[src/rtl/assert_macros.svh]
// Assertion helper macros shared by the RTL.
// No dependencies; the macros compile away when SYNTHESIS is defined.
`ifndef ASSERT_MACROS_SVH
`define ASSERT_MACROS_SVH
`ifndef SYNTHESIS
`define ASSERT_NEVER(lbl, clk, rst, expr) \
   lbl: assert property (@(posedge clk) disable iff (rst) !(expr)) \
      else $error("assertion failed: lbl");
`define ASSERT_IMPLIES(lbl, clk, rst, ante, cons) \
   lbl: assert property (@(posedge clk) disable iff (rst) (ante) |-> (cons)) \
      else $error("assertion failed: lbl");
`else
`define ASSERT_NEVER(lbl, clk, rst, expr)
`define ASSERT_IMPLIES(lbl, clk, rst, ante, cons)
`endif
`endif

[src/rtl/chte_pkg.sv]
// Constants and codes of the chained hash table engine.
// No dependencies.
package chte_pkg;
   localparam logic [26:0] HASH_MUL   = 27'h45d9f3b;
   localparam int          HASH_SHIFT = 16;
   localparam int          KEY_W      = 64;
   localparam int          DATA_W     = 32;
   localparam int          CNT_W      = 9;
   localparam int          MOD_BITS   = 4;
   localparam int          MOD_STEPS  = KEY_W / MOD_BITS;

   localparam logic [1:0] OP_PUT = 2'd0;
   localparam logic [1:0] OP_GET = 2'd1;
   localparam logic [1:0] OP_SET = 2'd2;
   localparam logic [1:0] OP_NOP = 2'd3;

   localparam logic [1:0] ST_OK      = 2'd0;
   localparam logic [1:0] ST_DUP     = 2'd1;
   localparam logic [1:0] ST_FULL    = 2'd2;
   localparam logic [1:0] ST_MISSING = 2'd3;
endpackage

[src/rtl/chte_hash.sv]
// Key mixer and bucket reduction over one shared 32x27 multiplier and a
// four-bit-per-cycle restoring remainder. Depends on chte_pkg.
module chte_hash #(
   parameter int BKT_W = 8
) (
   input  logic                     clock,
   input  logic                     reset,
   input  logic                     start,
   input  logic [chte_pkg::KEY_W-1:0] key,
   input  logic [BKT_W-1:0]         divisor,
   output logic                     done,
   output logic [BKT_W-1:0]         bucket
);
   import chte_pkg::*;

   localparam int STEP_W = $clog2(MOD_STEPS);

   typedef enum logic [1:0] {H_IDLE, H_MLO, H_MHI, H_MOD} hstate_type;

   hstate_type        state_ff, state_in;
   logic [KEY_W-1:0]  x_ff, x_in;
   logic [58:0]       prod_ff, prod_in;
   logic              round_ff, round_in;
   logic [STEP_W-1:0] cnt_ff, cnt_in;
   logic [BKT_W-1:0]  rem_ff, rem_in;
   logic [BKT_W-1:0]  div_ff, div_in;
   logic              done_ff, done_in;

   logic [31:0]       mul_a;
   logic [58:0]       mul_p;
   logic [KEY_W-1:0]  sum;
   logic [BKT_W:0]    r;

   assign mul_a = (state_ff == H_MLO) ? x_ff[31:0] : x_ff[63:32];
   assign mul_p = 59'(mul_a) * 59'(HASH_MUL);
   // Low half product plus the high half product moved up 32 bits, mod 2^64.
   assign sum   = KEY_W'(prod_ff) + {mul_p[31:0], 32'd0};

   always_comb begin
      state_in = state_ff;
      x_in     = x_ff;
      prod_in  = prod_ff;
      round_in = round_ff;
      cnt_in   = cnt_ff;
      rem_in   = rem_ff;
      div_in   = div_ff;
      done_in  = 1'b0;
      r        = '0;
      unique case (state_ff)
         H_IDLE: begin
            if (start) begin
               x_in     = (key >> HASH_SHIFT) ^ key;
               div_in   = divisor;
               round_in = 1'b0;
               state_in = H_MLO;
            end
         end
         H_MLO: begin
            prod_in  = mul_p;
            state_in = H_MHI;
         end
         H_MHI: begin
            x_in = (sum >> HASH_SHIFT) ^ sum;
            if (!round_ff) begin
               round_in = 1'b1;
               state_in = H_MLO;
            end else begin
               cnt_in   = '0;
               rem_in   = '0;
               state_in = H_MOD;
            end
         end
         H_MOD: begin
            r = {1'b0, rem_ff};
            for (int i = 0; i < MOD_BITS; i++) begin
               r = {r[BKT_W-1:0], x_ff[KEY_W-1-i]};
               if (r >= {1'b0, div_ff}) r = r - {1'b0, div_ff};
            end
            rem_in = r[BKT_W-1:0];
            x_in   = x_ff << MOD_BITS;
            cnt_in = cnt_ff + 1'b1;
            if (cnt_ff == STEP_W'(MOD_STEPS - 1)) begin
               done_in  = 1'b1;
               state_in = H_IDLE;
            end
         end
         default: state_in = H_IDLE;
      endcase
   end

   always_ff @(posedge clock) begin
      if (reset) begin
         state_ff <= H_IDLE;
         done_ff  <= 1'b0;
      end else begin
         state_ff <= state_in;
         done_ff  <= done_in;
      end
      x_ff     <= x_in;
      prod_ff  <= prod_in;
      round_ff <= round_in;
      cnt_ff   <= cnt_in;
      rem_ff   <= rem_in;
      div_ff   <= div_in;
   end

   assign done   = done_ff;
   assign bucket = rem_ff;
endmodule
[config.mk]
export PLATFORM = sky130hd
export DESIGN_NAME = chte_hash
export DESIGN_NICKNAME = d
export VERILOG_FILES = /design/src/rtl/assert_macros.svh /design/src/rtl/chte_pkg.sv /design/src/rtl/chte_hash.sv
export SDC_FILE = /design/constraint.sdc
export NUM_CORES = 2
export LEC_CHECK = 0
export ABC_AREA = 1
export BUFFER_PORTS_ARGS = -buffer_cell sky130_fd_sc_hd__buf_2
export CAP_MARGIN = 20
export CORE_MARGIN = 8
export CORE_UTILIZATION = 55
export CTS_CLUSTER_DIAMETER = 40
export DETAILED_ROUTE_END_ITERATION = 7
export PLACE_DENSITY = 0.72
export SETUP_SLACK_MARGIN = 0.3
export SLEW_MARGIN = 15
export SYNTH_ARGS = -nofsm -noshare
export SYNTH_HDL_FRONTEND = slang
export SYNTH_SLANG_ARGS = --single-unit
[constraint.sdc]
create_clock -name clock -period 12.35 [get_ports clock]
set_input_delay 2.47 -clock clock [delete_from_list [all_inputs] [get_ports clock]]
set_output_delay 2.47 -clock clock [all_outputs]
set_load 0.005 [all_outputs]
==> run summary <==
• **pin count of the biggest net entering global routing** 65
• **setup slack after layout** 1.61 ns
• **count of input and output buffers** 83
• **via-per-instance ratio** 5.60
• **signed area change from the synthesized netlist to the final layout** 6.99%
• **largest stage delay on the critical path** 0.73 ns
• **remaining global-route overflow** 0
• **peak clock frequency supported by timing** 0.0931 GHz
• **Slew headroom** 0.182
• **setup repair after global routing missed its margin** no
• **instance area after placement** 28100 µm²
• **number of antenna-violating nets in the routed design** 0
• **WS Path Type** flip-flop to flip-flop
• **sinks on the clock net** 147
• **layer with the highest usage after global routing** met2
• **count of instances resized after the clock tree is built** 0
• **layout cell share with drive strength beyond 1** 0.0620
• **post-route core utilization** 0.591
• **met2 Resource Use GR** 0.480
• **total core area** 48500 µm²
• **sort of element at the start of the critical path** flip-flop
• **Final Net Count** 4101
• **number of global-route vias before repair** 22300
• **final hold violation count** 0
• **sum of negative setup slack** 0 ns
• **endpoints failing setup** 0
• **H-tree levels** 4
• **kind of end point of the critical path** flip-flop
• **total via count after detailed routing** 22100
• **Least-Margin Pin Slew** 1.21 ns
• **data required time at the worst endpoint** 12.54 ns
• **synthesized area per cell** 8.35 µm²
• **post-route minimum period** 10.74 ns
• **count of boundary I/O pins** 84
• **Iter 0 DRT Violations** 2221
• **FFs w/ async S/R, synth** 0
• **final worst path period share** 0.870
• **number of remaining DRC errors** 0
• **Num CTS Buffers** 17
• **Slew Viols, Final** 0
• **total standard cell area after synthesis** 26800 µm²
• **clock slew seen by the registers of the worst setup and hold paths** 0.07 ns
• **nets in the synthesized netlist** 4002
• **CP dominant cell by count** inv_1
• **sum of buffers and inverters on the critical path** 10
• **Site Rows** 81
• **post-route cell area** 28700 µm²
• **initial core utilization** 0.553
• **setup slack on the worst flop-to-flop path** 1.61 ns
• **worst setup slack before clock tree synthesis** 1.94 ns
• **placed wire-length estimate** 76.0 mm
• **Longest Clk Path Bufs** 2
• **Post-Route Skew** 0.0143 ns
• **root buffer selected by CTS** clkbuf_16
• **gr usage total** 0.313
• **number of fillers in the final layout** 4419
• **number of register bits inferred by synthesis** 147
• **number of iterations in the first detailed-routing pass** 6
• **fraction of the yosys area taken by sequential cells** 0.163
• **Die Wd** 237 µm
• **count of flip-flops with a built-in enable after synthesis** 144
• **signal arrival time at the worst endpoint** 10.93 ns
• **latest clock arrival within the worst-skew pair** 0.45 ns
• **Hold-fix buffers, CTS** 0
• **clock tree from TritonCTS** built
• **Critical Path Slowest Stage Cell** o21ai_0
• **global routing usage on met1** 0.423
• **drt total wl** 87.0 mm
• **Post-CTS Setup Bufs** 0
• **distinct cell type count of the synthesized netlist** 54
• **GPL Wtd Cong** 1.01
• **die outline area** 56100 µm²
• **result of the run** completed
• **die outline height** 237 µm
• **class of the worst hold path** flip-flop to flip-flop
• **synthesis warning total** 0
• **max-capacitance violation count** 0
• **delay-heaviest family, CP** adder cells
• **met3 usage in global routing** 0.0796
• **detail-routed net length per standard cell** 22.0 µm
• **cell count after synthesis** 3213
• **most instantiated flip-flop cell in the synthesis netlist** edfxtp_1
• **number of antenna violations at the first check in global routing** 1
• **first-pass GRT wire length** 133 mm
• **worst-path maximum fanout** 58
## registers in the layout (all words and copies together) (netlist names)
name	flops
bucket	8
x_ff	64
round_ff	1
done	1
div_ff	8
state_ff	2
prod_ff	59
cnt_ff	4
## path summary, 6_finish.rpt
| check | cells after the start | from | to |
|---|---|---|---|
| worst max-delay path | 40 | state_ff[0] | x_ff[39] |
| worst min-delay path | 1 | x_ff[4] | x_ff[8] |
| worst min register to register | 1 | x_ff[4] | x_ff[8] |
| worst max register to register | 40 | state_ff[0] | x_ff[39] |
## placed cells by master, fill, tap and decap left out, types with 9 or more instances in the layout
cell type and n:
o211ai_1 20, or2_2 21, inv_1 863, nor3_1 13, ha_1 341, xnor2_1 36
nand2_1 545, buf_2 83, fa_1 373, o221ai_1 9, o21ai_1 16, xor2_1 72
a211o_1 14, buf_4 27, edfxtp_1 144, nand3_1 119, a31oi_1 21, nor2_1 168
nand4_1 16, o21ai_0 139, clkbuf_16 17, a21oi_1 151, nand2_2 9, o21bai_1 9
a21o_1 16
## metal layers
metal | wire (µm) | up-vias | share of wire
li1 | - | 10200 | -
met1 | 35700 | 10600 | 0.41
met2 | 38100 | 1093 | 0.44
met3 | 8860 | 192 | 0.10
met4 | 4320 | 2 | 0.050
met5 | 13 | - | 0.00015
## synth_stat cells, drive strengths merged, types with 2 or more instances
| master | instances | area (µm²) |
|---|---|---|
| o221ai | 9 | 78.8 |
| xor2 | 72 | 631 |
| nor4 | 4 | 25.0 |
| a21boi | 4 | 30.0 |
| clkinv | 2 | 7.51 |
| o21ai | 155 | 776 |
| nand3b | 4 | 30.0 |
| nor3 | 13 | 65.1 |
| nand3 | 127 | 713 |
| a211o | 14 | 123 |
| o21a | 7 | 52.6 |
| o21bai | 9 | 67.6 |
| nand4 | 16 | 100 |
| dfxtp | 3 | 60.1 |
| a21o | 16 | 120 |
| edfxtp | 144 | 4320 |
| o211ai | 20 | 150 |
| ha | 341 | 4270 |
| inv | 868 | 3260 |
| a21oi | 158 | 840 |
| nor2 | 176 | 694 |
| nand2 | 559 | 2160 |
| clkbuf | 24 | 90.1 |
| or2 | 23 | 144 |
| xnor2 | 36 | 315 |
| a31oi | 21 | 131 |
| buf | 6 | 50.0 |
| fa | 373 | 7470 |
## per-stage QoR
step	std cells	hold WS, ns
3_5_place_dp	3915	0.539
6_report	3948	0.555
5_1_grt	3947	0.579
4_1_cts	3947	0.553
3_3_place_gp	3915	0.535
2_1_floorplan	3213	0.523
## kinds of logic (layout without fill, tap and decap cells)
logic type / count (synthesis) / after routing / synth area share
AND/OR/NAND/NOR: 925 / 925 / 0.147
buffers and inverters: 900 / 1012 / 0.127
adder cells (fa/ha/maj): 714 / 714 / 0.437
AO/OA/AOI/OAI: 419 / 419 / 0.0901
flip-flops: 147 / 147 / 0.163
XOR/XNOR: 108 / 108 / 0.0352
other: 0 / 1 / 0
## area by class of cell
type / instances / area [µm²] / share of cell area
diodes: 1 / 2.50 / 0.0000871
repair buffers: 110 / 618 / 0.0215
well taps: 622 / 778 / 0.0271
multi-input cells: 2166 / 19100 / 0.664
flip-flops and latches: 147 / 4380 / 0.153
clock inverters: 15 / 175 / 0.00610
inverters: 870 / 3270 / 0.114
clock buffers: 17 / 425 / 0.0148
Power is left out: the tool's default activity adds up to more than one toggle a clock period on the data nets, which glitch-free logic cannot reach.
